[config.mk]
export PLATFORM = sky130hd
export DESIGN_NAME = sci_div_step
export DESIGN_NICKNAME = d
export VERILOG_FILES = /design/src/design/sci_pkg.sv /design/src/design/sci_div_step.sv
export SDC_FILE = /design/constraint.sdc
export NUM_CORES = 1
export LEC_CHECK = 0
export ABC_AREA = 1
export BUFFER_PORTS_ARGS = -buffer_cell sky130_fd_sc_hd__clkbuf_2
export CORE_MARGIN = 1.5
export CORE_UTILIZATION = 55
export DETAILED_ROUTE_END_ITERATION = 10
export PLACE_DENSITY = 0.81
export REMOVE_ABC_BUFFERS = 1
export SYNTH_ARGS = -nofsm -noshare
export SYNTH_HDL_FRONTEND = slang
export SYNTH_SLANG_ARGS = --single-unit
[constraint.sdc]
create_clock -name vclk -period 3.08
set_input_delay 0.462 -clock vclk [all_inputs]
set_output_delay 0.462 -clock vclk [all_outputs]
set_load 0.01 [all_outputs]
[src/design/sci_pkg.sv]
// ----------------------------------------------------------------------------
// sci_pkg
// Widths, limits, types and helpers for the segment crossing interpolator.
// ----------------------------------------------------------------------------
package sci_pkg;

  localparam int CW = 32;            // coordinate width, Q16.16
  localparam int FB = 16;            // fraction bits
  localparam int DW = CW + 1;        // coordinate difference width
  localparam int XW = 2 * DW + 1;    // cross product width
  localparam int RW = XW + 1;        // divider partial remainder width
  localparam int QW = CW;            // quotient bits, one per divider stage
  localparam int PW = DW + CW;       // lerp product width
  localparam int AW = PW + 1;        // lerp accumulator width

  localparam logic [CW-1:0] T_MAX = {1'b0, {(CW-1){1'b1}}};
  localparam logic [CW-1:0] T_MIN = {1'b1, {(CW-1){1'b0}}};

  localparam logic KIND_STRIP = 1'b0;
  localparam logic KIND_CROSS = 1'b1;

  typedef struct packed {
    logic signed [DW-1:0] dx;
    logic signed [DW-1:0] dy;
    logic signed [DW-1:0] dz;
    logic signed [CW-1:0] tx;
    logic signed [CW-1:0] ty;
    logic signed [CW-1:0] tz;
  } sci_side_t;

  typedef struct packed {
    logic neg;
    logic ovf;
    logic par;
  } sci_flag_t;

  // saturate a wide signed value to CW bits
  function automatic logic [CW-1:0] sci_sat(logic signed [AW-1:0] v);
    logic [AW-CW:0] top;
    begin
      top = v[AW-1:CW-1];
      if (top == '0 || top == '1) begin
        sci_sat = v[CW-1:0];
      end else if (v[AW-1]) begin
        sci_sat = T_MIN;
      end else begin
        sci_sat = T_MAX;
      end
    end
  endfunction

endpackage

[src/design/sci_div_step.sv]
// ----------------------------------------------------------------------------
// sci_div_step
// One restoring division step: shift in a dividend bit, trial subtract.
// ----------------------------------------------------------------------------
module sci_div_step import sci_pkg::*; (
  input  logic [RW-1:0] rem_i,
  input  logic [XW-1:0] den_i,
  input  logic          bit_i,
  output logic [RW-1:0] rem_o,
  output logic          q_o
);

  logic [RW-1:0] shifted;
  logic [RW:0]   diff;

  always_comb begin
    shifted = {rem_i[RW-2:0], bit_i};
    diff    = {1'b0, shifted} - {2'b00, den_i};
    q_o     = ~diff[RW];
    rem_o   = q_o ? diff[RW-1:0] : shifted;
  end

endmodule

==> run_results.csv, run 1 <==
group,metric,value,unit
floorplan,io_pins,205,
setup_path,critPathMaxFanout,4,
timing,rsz0062_at_grt,"yes",
place,gp_congestion,1.086,
synth,synth.top_cells.by_count,"nand2_1, inv_1, nor2_1",
place,place_hpwl,24580,microns
synth,syn_inst,1509,
timing,fin_crit_sh,99.02,%
setup_path,arrival,2.59,ns
setup_path,cp_top_family,"simple AND/OR/NAND/NOR gates",
detailed_routing,wirelength,30050,microns
global_route,grt_max_degree,43,
final_layout,regArea,0,sq um
detailed_routing,drt-pass1-iter-count,6,
setup_path,critPathRequiredTime,2.62,ns
floorplan,die_w,116.5,microns
timing,fin_crit,3.050,ns
timing,max_freq,0.3279,GHz
final_layout,n_clock_buffer,0,
place,place_ws,-0.1278,ns
detailed_routing,detail_route.iter0.violations,1331,
timing,setup_slack,0.03014,ns
power,power.leakage,6.104,nW
timing,relSlewSlack,72.24,%
floorplan,start_util,56.35,%
final_layout,area_growth,37.67,%
synth,syn_area,7082,sq um
setup_path,endpoint_kind,"output pin",
detailed_routing,vias_per_cell,5.417,
hold_path,worstHoldStart,"rem_i[8]",
final_layout,final_nets,2008,
floorplan,core-area,12570,sq um
detailed_routing,antenna_left,0,
power,p_per_area,219.3,nW/um^2
synth,ys_types,31,
synth,avgSynthCellArea,4.693,sq um
hold_path,hold_path_class,"primary input to output pin",
global_route,grtUsageTotal,39.04,%
clock_tree,holdBufCountCts,0,
final_layout,n_antenna_cell,0,
timing,tightest_slew,0.4121,ns
detailed_routing,drc,0,
detailed_routing,vias,10690,
synth,synth.most_common_cell,"nand2_1",
timing,setup_violations,0,
final_layout,drive_gt1_share,23.92,%
run_status,outcome,"finished, final reports clean",
synth,synth_top_area_share,30.53,%
synth,ys_top_cells_by_area,"nand2_1, inv_1, ha_1, nor2_1, a21oi_1",
synth,synth_seq_area_share,0,%
synth,yosysTopAreaCell,"nand2_1",
setup_path,cpPeakStageDelay,0.37,ns
setup_path,worst_setup_path_start_kind,"primary input",
global_route,antenna_found_initial,0,
floorplan,die_y,116.5,microns
global_route,overflow,0,
power,ir_drop,0.1613,mV
global_route,grt_pass1_wl,41440,microns
timing,finalHoldViolCount,0,
final_layout,seq_cells,0,
setup_path,crit_slowest_cell,"ha_1",
setup_path,worst-path-buf-inv,6,
detailed_routing,wire_per_inst,15.22,microns
synth,ys_warn_count,0,
setup_path,startpoint,"den_i[32]",
place,port_buffers,204,
timing,drv_slew,0,
setup_path,worst_path_most_repeated_cell,"nand2_1",
final_layout,post-route-util,77.57,%
floorplan,die_area,13570,sq um
global_route,first_global_vias,8731,
setup_path,criticalPathCategory,"primary input to output pin",
floorplan,rows,41,
setup_path,cp_cell_sequence,"clkbuf_2 -> inv_1 -> ha_1 -> nand2_1 -> inv_1 -> nand2_1 -> nand2_1 -> a21oi_1 -> buf_4 -> o21ai_0 -> inv_1 -> nand3b_1 -> nand3_1 -> nand2_1 -> clkbuf_2",
timing,hold_slack,1.236,ns
job,cap_violations,0,
## kinds of logic (layout without fill, tap and decap cells)
group / Yosys count / after routing / share of synthesized area [%]
compound gates: 169 / 169 / 12.44
xor+xnor: 35 / 35 / 4.329
fa+ha+maj: 68 / 68 / 12.12
buf+inv: 380 / 673 / 20.49
simple gates: 857 / 857 / 50.62
## worst paths after layout
path / to / cells past startpoint
setup / recovery: rem_o[41] / 15
hold / removal: rem_o[9] / 4
## placed cells by master (no fill, tap or decap), types with 11 or more instances in the layout
cell	count
a21oi_1	71
xor2_1	33
nand3_1	62
nor3_1	11
nor2_2	20
o21ai_1	22
nor2_1	104
nand4_1	35
nand2_2	29
clkbuf_2	185
o21ai_0	53
buf_2	19
a21oi_2	13
nand2_1	547
inv_1	357
buf_4	96
nand3b_1	26
ha_1	38
ha_4	27
## stage by stage
stage	cell area, sq um	total power, W	cells	TNS, ns
2_1_floorplan	6993	0.001106	1492	-26.74
3_3_place_gp	9040	0.001858	1966	-0.1768
3_5_place_dp	9040	0.001889	1966	-0.6720
4_1_cts	9061	0.001902	1966	0
5_1_grt	9749	0.002332	1974	-9.744
6_report	9749	0.002139	1974	0
## repair_timing
item | CTS | global route
setup endpoints to repair | 17 | 68
buffers inserted | 0 | 7
pin swaps | 0 | 15
gates resized for setup | 7 | 155
gates cloned | 0 | 1
hold endpoints to repair | 0 | 0
## cell type report
| type | instances | area, sq um |
|---|---|---|
| well taps | 172 | 215.2 |
| multi-input cells | 1129 | 6251 |
| fillers | 1122 | 2819 |
| repair buffers | 310 | 1921 |
| inverters | 363 | 1363 |
## power by group
group	internal (W)	switching (W)
Clock	0	0
Combinational	0.000853	0.00129
Sequential	0	0
Total	0.000853	0.00129
## layer usage
layer	wire, microns	vias up	global-route usage, %
met1	12000	4664	52.26
met5	0	-	0
met3	3445	137	5.345
li1	-	5202	-
met2	13120	691	64.71
met4	1482	0	12.68
Power figures use the tool's default switching activity.
==> run 2, diff against run 1 <==
- clock period: 3.08 -> 3.67 ns (I/O delays scaled with it)
==> run_results.csv, run 2 (synthesis gave the netlist of run 1 again) <==
group,metric,value,unit
floorplan,die_area,13570,sq um
floorplan,io_pins,205,
final_layout,mostFrequentLayoutCells,"nand2_1, inv_1, clkbuf_2, nor2_1, a21oi_1",
power,p_per_area,179.2,nW/um^2
final_layout,n_antenna_cell,0,
run_status,outcome,"finished, final reports clean",
global_route,grt_util_met3,7.421,%
setup_path,endpoint_kind,"output pin",
detailed_routing,drc,0,
timing,setup_slack,0.1838,ns
power,ir_drop,0.1124,mV
global_route,first_global_vias,8214,
final_layout,seq_cells,0,
hold_path,hold_path_class,"primary input to output pin",
power,power,0.001507,W
floorplan,die_y,116.5,microns
final_layout,regArea,0,sq um
power,pwr-share-clk,0,%
power,seqPwrFrac,0,%
timing,relSlewSlack,60.23,%
setup_path,critPathMaxFanout,4,
power,comb_power_share,100.0,%
clock_tree,post_cts_buffers,0,
timing,rsz0062_at_grt,"no",
setup_path,crit_slowest_cell,"fa_1",
global_route,overflow,0,
power,power_switching,0.0009664,W
floorplan,die_w,116.5,microns
power,switching_share,64.13,%
setup_path,criticalPathCategory,"primary input to output pin",
detailed_routing,drt-pass1-iter-count,8,
detailed_routing,vias,9824,
place,placed_area,8404,sq um
power,p_int,0.0005405,W
timing,max_freq,0.2868,GHz
final_layout,post-route-cell-area,8407,sq um
setup_path,critPathRequiredTime,3.12,ns
place,port_buffers,204,
global_route,grt_pass1_wl,39940,microns
setup_path,arrival,2.94,ns
final_layout,layout.cells.non_filler,1888,
global_route,busiest_layer,"met2",
detailed_routing,wire_per_inst,14.31,microns
final_layout,n_clock_buffer,0,
setup_path,worst_path_most_repeated_cell,"nand2_1",
setup_path,worst_setup_path_start_kind,"primary input",
timing,setup_violations,0,
setup_path,cpPeakStageDelay,0.41,ns
final_layout,final_nets,1922,
detailed_routing,detail_route.iter0.violations,965,
job,cap_violations,0,
hold_path,min_to,"rem_o[40]",
floorplan,start_util,56.35,%
floorplan,rows,41,
hold_path,worstHoldStart,"rem_i[39]",
global_route,use_met1,50.98,%
final_layout,layout_commonest_cell,"nand2_1",
power,power.leakage,5.614,nW
detailed_routing,wirelength,27020,microns
global_route,grt_max_degree,51,
timing,fin_crit_sh,94.99,%
timing,drv_slew,0,
timing,tightest_slew,0.5904,ns
final_layout,drive_gt1_share,13.93,%
global_route,antenna_found_initial,0,
detailed_routing,antenna_left,0,
timing,fin_crit,3.486,ns
detailed_routing,vias_per_cell,5.203,
global_route,use_met2,61.69,%
place,place_ws,0.1780,ns
floorplan,core-area,12570,sq um
place,post-place-cells,1888,
place,place_hpwl,23890,microns
final_layout,area_growth,18.71,%
place,gp_congestion,1.027,
global_route,grtUsageTotal,38.20,%
hold_path,hold_depth,4,
setup_path,cp_cell_sequence,"clkbuf_2 -> inv_1 -> ha_1 -> fa_1 -> inv_1 -> nand3_1 -> nand3_1 -> nand2_1 -> nand2_1 -> nand2_1 -> nand2_1 -> nand2_1 -> nand2_1 -> nand2_1 -> nand3b_1 -> nand3_1 -> nand2_1 -> clkbuf_2",
timing,finalHoldViolCount,0,
-- run 2: timing repair --
action,4_1_cts,5_1_grt
setup endpoints to repair,0,2
gates resized for setup,0,1
hold buffers,0,0
-- run 2: stage by stage --
| stage | setup TNS [ns] | hold slack (ns) | utilization (%) |
|---|---|---|---|
| finish | 0 | 1.424 | 66.89 |
| global route | 0 | 1.452 | 66.89 |
| CTS | 0 | 1.427 | 66.87 |
| detailed placement | 0 | 1.426 | 66.87 |
| global placement | 0 | 1.423 | 66.87 |
| floorplan | -2.057 | 1.237 | - |
-- run 2: critical path: cells and delay by family --
kind | cells | cell delay (ns)
adder cells (fa/ha/maj) | 2 | 0.63
buffers and inverters | 4 | 0.34
AND/OR/NAND/NOR | 12 | 1.42
-- run 2: worst max-delay path by stage --
stage / startpoint / to / slack, ns / cells after the start
after floorplan: den_i[47] / rem_o[0] / -0.05 / 11
after global placement: bit_i / rem_o[64] / 0.25 / 18
after detailed placement: bit_i / rem_o[64] / 0.18 / 18
after CTS: bit_i / rem_o[64] / 0.18 / 18
after global routing: bit_i / rem_o[64] / 0.03 / 19
final: bit_i / rem_o[60] / 0.18 / 18
-- run 2: layer usage --
metal / share of wire, % / vias to the layer above
met4: 3.5 / 0
met3: 11 / 61
li1: - / 5021
met2: 43 / 461
met5: 0 / -
met1: 43 / 4281
-- run 2: area by class of cell --
cell class                 count  area [sq um]
timing repair buffer         224          1196
fill                        1294          4161
multi-input combinational   1129          5633
tap                          172         215.2
inverter                     363          1363
-- run 2: power groups by stage --
stage	clock, W	combinational, W	sequential, W
finish	0	0.00151	0
global route	0	0.00167	0
CTS	0	0.00147	0
detailed placement	0	0.00147	0
global placement	0	0.00145	0
floorplan	0	0.000928	0
==> run 3, diff against run 2 <==
==> constraint.sdc (replaced) <==
create_clock -name vclk -period 3.25
set_input_delay 0.4875 -clock vclk [all_inputs]
set_output_delay 0.4875 -clock vclk [all_outputs]
set_load 0.005 [all_outputs]
==> run_results.csv, run 3 (synthesis gave the netlist of run 1 again) <==
group,metric,value,unit
run_status,outcome,"finished with violations",
run_status,violations,"setup timing",
final_layout,seq_cells,0,
timing,tightest_slew,0.5902,ns
global_route,first_global_vias,8425,
global_route,overflow,0,
job,cap_violations,0,
timing,fin_crit_sh,103.5,%
final_layout,n_antenna_cell,0,
timing,relSlewSlack,60.23,%
power,pwr-share-clk,0,%
power,power_switching,0.001111,W
final_layout,n_clock_buffer,0,
setup_path,crit_end,"rem_o[26]",
place,place_hpwl,24050,microns
detailed_routing,antenna_left,0,
floorplan,core-area,12570,sq um
global_route,grt_pass1_wl,40970,microns
timing,max_freq,0.2972,GHz
final_layout,mostFrequentLayoutCells,"nand2_1, inv_1, clkbuf_2, nor2_1, a21oi_1",
final_layout,final_nets,1969,
setup_path,criticalPathCategory,"primary input to output pin",
final_layout,fillCellCount,1218,
power,seqPwrFrac,0,%
setup_path,worst_path_most_repeated_cell,"nand2_1",
setup_path,arrival,2.88,ns
power,power.leakage,5.919,nW
final_layout,drive_gt1_share,19.51,%
timing,fin_crit,3.365,ns
timing,setup_slack,-0.1145,ns
power,comb_power_share,100.0,%
global_route,antenna_found_initial,0,
floorplan,io_pins,205,
floorplan,rows,41,
final_layout,post-route-cell-area,9184,sq um
setup_path,crit_slowest_cell,"ha_1",
global_route,grt_max_degree,46,
detailed_routing,drt-pass1-iter-count,6,
power,switching_share,60.33,%
power,p_per_area,200.6,nW/um^2
floorplan,die_y,116.5,microns
final_layout,area_growth,29.68,%
setup_path,endpoint_kind,"output pin",
detailed_routing,drc,0,
detailed_routing,wire_per_inst,15.23,microns
floorplan,start_util,56.35,%
setup_path,cpPeakStageDelay,0.34,ns
global_route,grtUsageTotal,38.51,%
floorplan,die_area,13570,sq um
timing,finalHoldViolCount,0,
final_layout,layout_commonest_cell,"nand2_1",
place,port_buffers,204,
setup_path,startpoint,"rem_i[7]",
setup_path,cp_cell_sequence,"clkbuf_2 -> ha_1 -> nand2_1 -> inv_1 -> a21oi_1 -> nand3_2 -> nand2_1 -> nand3b_1 -> buf_4 -> xor2_1 -> nand2_1 -> o21ai_0 -> clkbuf_2",
place,placed_area,8665,sq um
timing,setup_violations,1,
setup_path,critPathRequiredTime,2.76,ns
detailed_routing,detail_route.iter0.violations,1148,
detailed_routing,vias,10480,
floorplan,die_w,116.5,microns
final_layout,regArea,0,sq um
power,ir_drop,0.1116,mV
hold_path,hold_path_class,"primary input to output pin",
setup_path,critPathMaxFanout,4,
timing,drv_slew,0,
detailed_routing,vias_per_cell,5.418,
clock_tree,holdBufCountCts,0,
timing,tns,-0.1145,ns
detailed_routing,wirelength,29480,microns
place,place_ws,0.03787,ns
place,gp_congestion,1.067,
power,p_int,0.0007307,W
setup_path,worst_setup_path_start_kind,"primary input",
==> run 3: cell types whose count changed in the layout (fill, tap and decap cells not counted), sizes merged <==
cell,delta
clkbuf,+4
buf,+42
nand3,+1
==> run 3: what timing repair did <==
item                       in CTS  in global routing
setup endpoints to repair       0                 68
setup buffers                   0                  8
resized for setup               0                 76
==> run 3: critical path: cells and delay by family <==
family | cells | cell delay, ns
compound gates | 2 | 0.32
xor+xnor | 1 | 0.18
fa+ha+maj | 1 | 0.34
buf+inv | 4 | 0.59
simple gates | 5 | 0.95
==> run 3: power by group through the flow <==
stage	clock network [W]	registers (W)	logic, W
6_report	0	0	0.00184
5_1_grt	0	0	0.00202
4_1_cts	0	0	0.00166
3_5_place_dp	0	0	0.00165
3_3_place_gp	0	0	0.00163
2_1_floorplan	0	0	0.000982
==> run 3: per-stage QoR <==
step / hold slack (ns) / util (%) / cells / total power (W)
2_1_floorplan: 1.085 / - / 1492 / 0.0009820
3_3_place_gp: 1.279 / 68.94 / 1921 / 0.001627
3_5_place_dp: 1.282 / 68.94 / 1921 / 0.001648
4_1_cts: 1.283 / 68.94 / 1921 / 0.001656
5_1_grt: 1.306 / 73.07 / 1935 / 0.002023
6_report: 1.277 / 73.07 / 1935 / 0.001842
==> run 3: area by class of cell <==
type	count	area, sq um	area share [%]
inverter	363	1363	14.84
multi-input combinational	1130	5951	64.80
tap	172	215.2	2.343
timing repair buffer	270	1655	18.02
==> run 3: routing by layer <==
layer	vias up	part of all wire (%)	global-route usage, %
met5	-	0	0
met4	0	3.7	11.63
met3	83	11	4.515
met2	619	44	62.63
met1	4652	41	53.32
li1	5129	-	-
==> run 3: worst min-delay path by stage <==
stage               startpoint  cells after the start   endpoint
floorplan            rem_i[66]                      2  rem_o[67]
global placement     rem_i[13]                      4  rem_o[14]
detailed placement   rem_i[27]                      4  rem_o[28]
finish               rem_i[17]                      4  rem_o[18]
CTS                  rem_i[27]                      4  rem_o[28]
global route          rem_i[6]                      4   rem_o[7]
